===== src/design/fmbq_pkg.sv =====
// fmbq_pkg: shared types and codes for the front/middle/back queue
// operation and status codes, controller command and datapath status structs
// no dependencies
package fmbq_pkg;

    // operation codes of a request
    localparam logic [2:0] ACT_PUSH_FRONT = 3'd0;
    localparam logic [2:0] ACT_PUSH_MID   = 3'd1;
    localparam logic [2:0] ACT_PUSH_BACK  = 3'd2;
    localparam logic [2:0] ACT_POP_FRONT  = 3'd3;
    localparam logic [2:0] ACT_POP_MID    = 3'd4;
    localparam logic [2:0] ACT_POP_BACK   = 3'd5;

    // result status codes
    localparam logic [1:0] ST_OK    = 2'd0;
    localparam logic [1:0] ST_EMPTY = 2'd1;
    localparam logic [1:0] ST_FULL  = 2'd2;

    // commands from the controller to the datapath
    typedef struct packed {
        logic load;     // capture a request and work out positions
        logic rd_up;    // read at pointer, move entry one place up
        logic rd_dn;    // read at pointer, move entry one place down
        logic wr_push;  // write the pushed word at its position
        logic finish;   // update count and load the result register
    } cmd_t;

    // status from the datapath to the controller
    typedef struct packed {
        logic push_go;     // push that fits
        logic pop_go;      // pop from a non-empty store
        logic need_shift;  // push position lies below the back
        logic last_up;     // upward shift reads its final entry now
        logic last_dn;     // downward shift reads its final entry now
        logic out_free;    // result register can take a new result
    } sts_t;

endpackage


===== src/design/fmbq_ram.sv =====
// fmbq_ram: generic simple dual-port RAM, one write and one registered read
// no dependencies
module fmbq_ram #(
    parameter int WIDTH = 32,
    parameter int DEPTH = 128
) (
    input  logic                     aclk,
    input  logic                     wr_en,
    input  logic [$clog2(DEPTH)-1:0] wr_addr,
    input  logic [WIDTH-1:0]         wr_data,
    input  logic                     rd_en,
    input  logic [$clog2(DEPTH)-1:0] rd_addr,
    output logic [WIDTH-1:0]         rd_data
);

    logic [WIDTH-1:0] mem_reg [DEPTH];
    logic [WIDTH-1:0] rd_data_reg;

    // write port and registered read port
    always_ff @(posedge aclk) begin
        if (wr_en) begin
            mem_reg[wr_addr] <= wr_data;
        end
        if (rd_en) begin
            rd_data_reg <= mem_reg[rd_addr];
        end
    end

    assign rd_data = rd_data_reg;

endmodule


===== src/design/fmbq_ctrl.sv =====
// fmbq_ctrl: controller state machine sequencing one request at a time
// depends on fmbq_pkg (cmd_t, sts_t)
module fmbq_ctrl (
    input  logic          aclk,
    input  logic          aresetn,
    input  logic          s_valid,
    output logic          s_ready,
    input  fmbq_pkg::sts_t sts,
    output fmbq_pkg::cmd_t cmd
);
    import fmbq_pkg::*;

    typedef enum logic [2:0] {
        IDLE,
        EXEC,
        SHIFT_UP,
        SHIFT_DN,
        DRAIN,
        WR_PUSH,
        FINISH
    } state_t;

    state_t state_reg;
    state_t state_next;

    // next state
    always_comb begin
        state_next = state_reg;
        case (state_reg)
            IDLE: begin
                if (s_valid) begin
                    state_next = EXEC;
                end
            end
            EXEC: begin
                if (sts.push_go) begin
                    state_next = sts.need_shift ? SHIFT_UP : WR_PUSH;
                end else if (sts.pop_go) begin
                    state_next = SHIFT_DN;
                end else begin
                    state_next = FINISH;
                end
            end
            SHIFT_UP: begin
                if (sts.last_up) begin
                    state_next = DRAIN;
                end
            end
            SHIFT_DN: begin
                if (sts.last_dn) begin
                    state_next = DRAIN;
                end
            end
            DRAIN: begin
                state_next = sts.push_go ? WR_PUSH : FINISH;
            end
            WR_PUSH: begin
                state_next = FINISH;
            end
            FINISH: begin
                if (sts.out_free) begin
                    state_next = IDLE;
                end
            end
            default: begin
                state_next = IDLE;
            end
        endcase
    end

    // state register
    always_ff @(posedge aclk) begin
        if (!aresetn) begin
            state_reg <= IDLE;
        end else begin
            state_reg <= state_next;
        end
    end

    // commands decoded from state
    always_comb begin
        cmd         = '0;
        cmd.load    = (state_reg == IDLE) && s_valid;
        cmd.rd_up   = (state_reg == SHIFT_UP);
        cmd.rd_dn   = (state_reg == SHIFT_DN);
        cmd.wr_push = (state_reg == WR_PUSH);
        cmd.finish  = (state_reg == FINISH) && sts.out_free;
    end

    assign s_ready = (state_reg == IDLE);

endmodule


===== src/design/fmbq_dp.sv =====
// fmbq_dp: datapath with entry RAM, count, pointers, shift pipeline and result register
// depends on fmbq_pkg and fmbq_ram
module fmbq_dp #(
    parameter int DEPTH = 128
) (
    input  logic               aclk,
    input  logic               aresetn,
    input  fmbq_pkg::cmd_t     cmd,
    output fmbq_pkg::sts_t     sts,
    input  logic [2:0]         s_action,
    input  logic signed [31:0] s_push_value,
    output logic               m_valid,
    input  logic               m_ready,
    output logic signed [31:0] m_pop_value,
    output logic [1:0]         m_status,
    output logic [7:0]         m_entry_count
);
    import fmbq_pkg::*;

    localparam int AW = $clog2(DEPTH);
    localparam int CW = $clog2(DEPTH + 1);

    logic [2:0]    action_reg;
    logic [31:0]   push_reg;
    logic [CW-1:0] count_reg;
    logic [AW-1:0] pos_reg;
    logic [AW-1:0] ptr_reg;
    logic [31:0]   pop_word_reg;
    logic          tag_vld_reg;
    logic          tag_cap_reg;
    logic [AW-1:0] tag_dst_reg;
    logic          m_valid_reg;
    logic [31:0]   m_pop_value_reg;
    logic [1:0]    m_status_reg;
    logic [7:0]    m_entry_count_reg;

    logic [CW-1:0] count_m1;
    logic [CW-1:0] count_next;
    logic [CW+7:0] count_ext;
    logic [CW-1:0] s_pos;
    logic          s_is_push;
    logic          is_push;
    logic          is_pop;
    logic          full;
    logic          empty;
    logic          wb_wr;
    logic          ram_wr_en;
    logic [AW-1:0] ram_wr_addr;
    logic [31:0]   ram_wr_data;
    logic [31:0]   ram_rd_data;

    // decode of the held request
    assign is_push  = (action_reg == ACT_PUSH_FRONT) || (action_reg == ACT_PUSH_MID)
                   || (action_reg == ACT_PUSH_BACK);
    assign is_pop   = (action_reg == ACT_POP_FRONT) || (action_reg == ACT_POP_MID)
                   || (action_reg == ACT_POP_BACK);
    assign full     = (count_reg == CW'(DEPTH));
    assign empty    = (count_reg == '0);
    assign count_m1 = count_reg - CW'(1);

    // status towards the controller
    always_comb begin
        sts            = '0;
        sts.push_go    = is_push && !full;
        sts.pop_go     = is_pop && !empty;
        sts.need_shift = (CW'(pos_reg) != count_reg);
        sts.last_up    = (ptr_reg == pos_reg);
        sts.last_dn    = (ptr_reg == count_m1[AW-1:0]);
        sts.out_free   = !m_valid_reg || m_ready;
    end

    // position of the incoming request
    assign s_is_push = (s_action == ACT_PUSH_FRONT) || (s_action == ACT_PUSH_MID)
                    || (s_action == ACT_PUSH_BACK);
    always_comb begin
        case (s_action)
            ACT_PUSH_MID:  s_pos = count_reg >> 1;
            ACT_PUSH_BACK: s_pos = count_reg;
            ACT_POP_MID:   s_pos = count_m1 >> 1;
            ACT_POP_BACK:  s_pos = count_m1;
            default:       s_pos = '0;
        endcase
    end

    // request capture and shift pointer
    always_ff @(posedge aclk) begin
        if (cmd.load) begin
            action_reg <= s_action;
            push_reg   <= s_push_value;
            pos_reg    <= s_pos[AW-1:0];
            ptr_reg    <= s_is_push ? count_m1[AW-1:0] : s_pos[AW-1:0];
        end else if (cmd.rd_up) begin
            ptr_reg <= ptr_reg - AW'(1);
        end else if (cmd.rd_dn) begin
            ptr_reg <= ptr_reg + AW'(1);
        end
    end

    // read tag: where the word read this cycle goes next cycle
    always_ff @(posedge aclk) begin
        if (!aresetn) begin
            tag_vld_reg <= 1'b0;
        end else begin
            tag_vld_reg <= cmd.rd_up || cmd.rd_dn;
        end
    end

    always_ff @(posedge aclk) begin
        if (cmd.rd_up) begin
            tag_cap_reg <= 1'b0;
            tag_dst_reg <= ptr_reg + AW'(1);
        end else if (cmd.rd_dn) begin
            tag_cap_reg <= (ptr_reg == pos_reg);
            tag_dst_reg <= ptr_reg - AW'(1);
        end
    end

    // removed word is the first read of a downward shift
    always_ff @(posedge aclk) begin
        if (tag_vld_reg && tag_cap_reg) begin
            pop_word_reg <= ram_rd_data;
        end
    end

    // write port: shift write-back or pushed word
    assign wb_wr       = tag_vld_reg && !tag_cap_reg;
    assign ram_wr_en   = wb_wr || cmd.wr_push;
    assign ram_wr_addr = wb_wr ? tag_dst_reg : pos_reg;
    assign ram_wr_data = wb_wr ? ram_rd_data : push_reg;

    fmbq_ram #(
        .WIDTH (32),
        .DEPTH (DEPTH)
    ) u_ram (
        .aclk    (aclk),
        .wr_en   (ram_wr_en),
        .wr_addr (ram_wr_addr),
        .wr_data (ram_wr_data),
        .rd_en   (cmd.rd_up || cmd.rd_dn),
        .rd_addr (ptr_reg),
        .rd_data (ram_rd_data)
    );

    // count after the operation
    always_comb begin
        if (sts.push_go) begin
            count_next = count_reg + CW'(1);
        end else if (sts.pop_go) begin
            count_next = count_m1;
        end else begin
            count_next = count_reg;
        end
    end
    assign count_ext = {8'b0, count_next};

    always_ff @(posedge aclk) begin
        if (!aresetn) begin
            count_reg <= '0;
        end else if (cmd.finish) begin
            count_reg <= count_next;
        end
    end

    // result register
    always_ff @(posedge aclk) begin
        if (!aresetn) begin
            m_valid_reg <= 1'b0;
        end else if (cmd.finish) begin
            m_valid_reg <= 1'b1;
        end else if (m_ready) begin
            m_valid_reg <= 1'b0;
        end
    end

    always_ff @(posedge aclk) begin
        if (cmd.finish) begin
            m_entry_count_reg <= count_ext[7:0];
            if (is_push && full) begin
                m_status_reg    <= ST_FULL;
                m_pop_value_reg <= '0;
            end else if (is_pop && empty) begin
                m_status_reg    <= ST_EMPTY;
                m_pop_value_reg <= '1;
            end else begin
                m_status_reg    <= ST_OK;
                m_pop_value_reg <= sts.pop_go ? pop_word_reg : '0;
            end
        end
    end

    assign m_valid       = m_valid_reg;
    assign m_pop_value   = m_pop_value_reg;
    assign m_status      = m_status_reg;
    assign m_entry_count = m_entry_count_reg;

endmodule


===== src/design/front_middle_back_queue_core.sv =====
// front/middle/back queue: one request at a time
// a push at the back writes its word directly, other pushes first shift entries up, pops
// read the removed entry and shift the rest down, rejected or unused codes go to the result
// next request accepted the cycle after the result is loaded; the shift moves one
// entry per cycle through the single write port of the entry RAM
// reset (aresetn, synchronous, active low) empties the queue; RAM contents are not cleared
module front_middle_back_queue_core #(
    parameter int DEPTH = 128
) (
    input  logic               aclk,
    input  logic               aresetn,
    input  logic               s_valid,
    output logic               s_ready,
    input  logic [2:0]         s_action,
    input  logic signed [31:0] s_push_value,
    output logic               m_valid,
    input  logic               m_ready,
    output logic signed [31:0] m_pop_value,
    output logic [1:0]         m_status,
    output logic [7:0]         m_entry_count
);
    import fmbq_pkg::*;

    cmd_t cmd;
    sts_t sts;

    // sequencing
    fmbq_ctrl u_ctrl (
        .aclk    (aclk),
        .aresetn (aresetn),
        .s_valid (s_valid),
        .s_ready (s_ready),
        .sts     (sts),
        .cmd     (cmd)
    );

    // storage and result
    fmbq_dp #(
        .DEPTH (DEPTH)
    ) u_dp (
        .aclk          (aclk),
        .aresetn       (aresetn),
        .cmd           (cmd),
        .sts           (sts),
        .s_action      (s_action),
        .s_push_value  (s_push_value),
        .m_valid       (m_valid),
        .m_ready       (m_ready),
        .m_pop_value   (m_pop_value),
        .m_status      (m_status),
        .m_entry_count (m_entry_count)
    );

endmodule


===== config.mk =====
export PLATFORM = sky130hd
export DESIGN_NAME = front_middle_back_queue_core
export DESIGN_NICKNAME = d
export VERILOG_FILES = /design/src/design/fmbq_pkg.sv /design/src/design/fmbq_ram.sv /design/src/design/fmbq_ctrl.sv /design/src/design/fmbq_dp.sv /design/src/design/front_middle_back_queue_core.sv
export SDC_FILE = /design/constraint.sdc
export NUM_CORES = 2
export LEC_CHECK = 0
export BUFFER_PORTS_ARGS = -buffer_cell sky130_fd_sc_hd__clkbuf_2
export CORE_MARGIN = 3
export CORE_UTILIZATION = 45
export DETAILED_ROUTE_END_ITERATION = 8
export GPL_ROUTABILITY_DRIVEN = 0
export PLACE_DENSITY_LB_ADDON = 0.1
export SYNTH_ARGS = -nofsm -noshare
export SYNTH_HDL_FRONTEND = slang
export SYNTH_HIERARCHICAL = 1
export SYNTH_SLANG_ARGS = --single-unit
export TNS_END_PERCENT = 1

===== constraint.sdc =====
create_clock -name aclk -period 5.7 [get_ports aclk]
set_clock_uncertainty 0.05 [all_clocks]
set_input_delay 1.14 -clock aclk [delete_from_list [all_inputs] [get_ports aclk]]
set_output_delay 1.14 -clock aclk [all_outputs]
set_load 0.005 [all_outputs]

==> flow_summary.json <==
{
  "top_layer": "met5",
  "nNetsFinal": 7117,
  "finalCriticalPeriod_ns": 4.77,
  "coreArea_sq_mm": 0.361,
  "synth-warning-count": 6,
  "wl_met1_microns": 191000,
  "numCtsBuffers": 446,
  "synthesis.area_sq_mm": 0.164,
  "outcome": "complete, no violations",
  "drtIter0Drc": 9665,
  "cp_common_cell": "buf_4",
  "syn_area_per_cell_sq_um": 24.9,
  "crit_family": "simple AND/OR/NAND/NOR gates",
  "grt_pass1_vias": 75200,
  "cp.buffers_inverters": 2,
  "postCtsResizedCells": 0,
  "r2r_start": "u_dp/tag_vld_reg",
  "layout.area.seq_sq_mm": 0.128,
  "cts.clk_slew.worst_paths_ns": 0.06,
  "path_max_fanout": 21,
  "finalCritPeriodShare_pct": 83.8,
  "synthCells": 6581,
  "final_util_pct": 51.8,
  "layout-drive-gt1-share_pct": 34.5,
  "required_ns": 6.24,
  "max-slew-margin-rel_pct": 11.3,
  "tritoncts": "done",
  "slowest_stage": "nor2_4",
  "pin_count": 83,
  "dpl.hpwl_microns": 266000,
  "grt_pass1_wl_microns": 618000,
  "fillers": 27700,
  "yosysSeqAreaShare_pct": 78.3,
  "worstPathCellList": "nor2b_4, mux2_2, nor2b_1, nand3_2, buf_4, nor2_4, buf_4",
  "drv_slew": 0,
  "fmax_mhz": 209,
  "worstSetupStartpointType": "flip-flop",
  "min_path_type": "in -> reg",
  "routed-wl-met3_microns": 36400,
  "route.met2.wl_microns": 205000,
  "ant_nets": 0,
  "hold_start": "s_push_value[13]",
  "cts_max_level": 5,
  "syn_nets": 6625,
  "ctsHoldBuffers": 0,
  "crit_type": "reg -> reg",
  "tns_ns": 0,
  "power.leakage_nw": 57.6,
  "rsz0062_at_grt": "false",
  "io_buffers": 82,
  "num_vias": 75500,
  "rows": 220,
  "grt_usage_pct": 23.9,
  "cp_slowest_stage_delay_ns": 0.82,
  "cap_violations": 0,
  "grt_max_degree": 93,
  "largest_reg_flops": 4096,
  "die_area_sq_mm": 0.371,
  "cts_sinks": 4272,
  "wl_microns": 444000,
  "synth-seq-cells": 4272,
  "initial_core_util_pct": 45.4,
  "synthFlopType": "edfxtp_1",
  "power.density_mw_per_mm2": 526,
  "startpoint": "u_dp/tag_vld_reg",
  "root_buffer": "clkbuf_16",
  "post_drt_wl_per_cell_microns": 36.3,
  "synth_edf_count": 4258,
  "hold_viol_final": 0,
  "via_per_inst": 6.17,
  "drc_errors": 0,
  "ir_worst_vdd_mv": 0.381,
  "cts.path.max_buffers": 4,
  "antenna_found_initial": 55,
  "synthDistinctLibCells": 66,
  "gr-total-overflow": 0,
  "dieWidth_microns": 609,
  "layout_common_cells": "4258 x edfxtp_1, 1344 x mux4_2, 452 x clkbuf_16",
  "dieHeight_microns": 609,
  "mostFrequentLayoutCell": "edfxtp_1",
  "worstPathArrival_ns": 5.32,
  "tightest_slew_ns": 1.33,
  "clock_latency_ns": 0.97,
  "flow.area_growth_from_synthesis_pct": 14.2,
  "postSynth.asyncResetShare_pct": 0,
  "setup_viol": 0,
  "cp-end-kind": "flip-flop",
  "dr.pass1.iters": 6,
  "cts_setup_buffers": 0,
  "multiInputGateArea_sq_mm": 0.0351
}
## synth_stat cells (2+ instances only)
master | instances | share of area (%)
o21ai_0 | 26 | 0.079
and3b_1 | 3 | 0.016
xnor2_2 | 2 | 0.020
xor2_1 | 23 | 0.12
clkbuf_1 | 212 | 0.49
nor4_1 | 7 | 0.027
inv_1 | 14 | 0.032
buf_6 | 5 | 0.034
a32oi_1 | 3 | 0.016
a211oi_1 | 6 | 0.028
ha_1 | 5 | 0.038
o32ai_1 | 3 | 0.016
o22ai_1 | 4 | 0.015
o211ai_1 | 2 | 0.0092
nor2_1 | 210 | 0.48
or3_1 | 2 | 0.0076
nor2b_1 | 13 | 0.050
nor3_1 | 14 | 0.043
a221oi_1 | 2 | 0.011
mux2i_1 | 8 | 0.049
a21oi_1 | 24 | 0.073
or2_2 | 4 | 0.015
xnor2_1 | 22 | 0.12
nor3b_1 | 3 | 0.014
nand4_1 | 6 | 0.023
a2bb2oi_1 | 3 | 0.016
a22oi_1 | 3 | 0.014
edfxtp_1 | 4258 | 78
nand2b_1 | 7 | 0.027
and2_1 | 5 | 0.019
nand3_1 | 23 | 0.070
buf_1 | 51 | 0.12
buf_4 | 5 | 0.023
a32o_1 | 4 | 0.024
mux4_2 | 1344 | 18
and3_1 | 8 | 0.031
mux2_2 | 71 | 0.49
a21o_1 | 7 | 0.032
dfxtp_1 | 14 | 0.17
o221a_2 | 2 | 0.014
buf_2 | 83 | 0.25
nand2_1 | 45 | 0.10
nor3b_4 | 2 | 0.023
## worst register-to-register path: stages, from the launching register on
cell     delay, ns
dfxtp_1       0.36
nor2b_4       0.58
mux2_2        0.58
nor2b_1       0.52
nand3_2       0.55
buf_4         0.47
nor2_4        0.83
buf_4         0.46
## logic make-up (layout without fill, tap and decap cells)
group,count (synthesis),count (layout),share of synthesized area [%]
buffers and inverters,371,1222,0.949
DFF,4272,4272,78.3
adders and majority gates,5,5,0.0382
AOI/OAI and AO/OA,101,101,0.418
xor gates and xnor gates,47,47,0.261
other,0,27,0
muxes,1423,1423,19.0
and+or+nand+nor,362,362,1.02
## worst paths after layout
check             cells after the start                           to  slack, ns
setup / recovery                      7  u_dp/u_ram/mem_reg[115][31]       0.93
hold / removal                        1            u_dp/push_reg[13]       0.31
setup reg to reg                      7  u_dp/u_ram/mem_reg[115][31]       0.93
hold reg to reg                       0        u_dp/pop_word_reg[29]       0.40
## report_power, final
part | switching, mW | total [mW] | internal, mW
registers | 0.646 | 39.1 | 38.5
logic | 19.2 | 31.4 | 12.2
clock network | 11.9 | 27.8 | 15.9
## final cells by class
type	count	share of cell area, %
Sequential cell	4272	68.5
Multi-Input combinational cell	1938	18.8
Clock buffer	563	6.29
Tap cell	4773	3.19
Timing Repair Buffer	400	2.00
Clock inverter	244	1.13
Antenna cell	27	0.0361
Inverter	15	0.0301
## metrics by stage
stage / std cells / hold slack, ns / total power, mW / cell area [sq um] / worst slack [ns]
after global placement: 11400 / 0.395 / 71.0 / 173000 / 1.11
final: 12200 / 0.310 / 98.3 / 187000 / 0.926
after CTS: 12200 / 0.214 / 99.2 / 187000 / 0.992
after floorplan: 6581 / 0.370 / 57.1 / 164000 / 1.15
after detailed placement: 11400 / 0.391 / 71.4 / 173000 / 1.05
after global routing: 12200 / 0.248 / 101 / 187000 / 0.934
## routing by layer
metal / vias up / track usage, %
met3: 536 / 4.67
li1: 29600 / -
met5: - / 0
met2: 2993 / 36.1
met4: 6 / 5.98
met1: 42300 / 36.0
(Power assumes the default switching activity.)
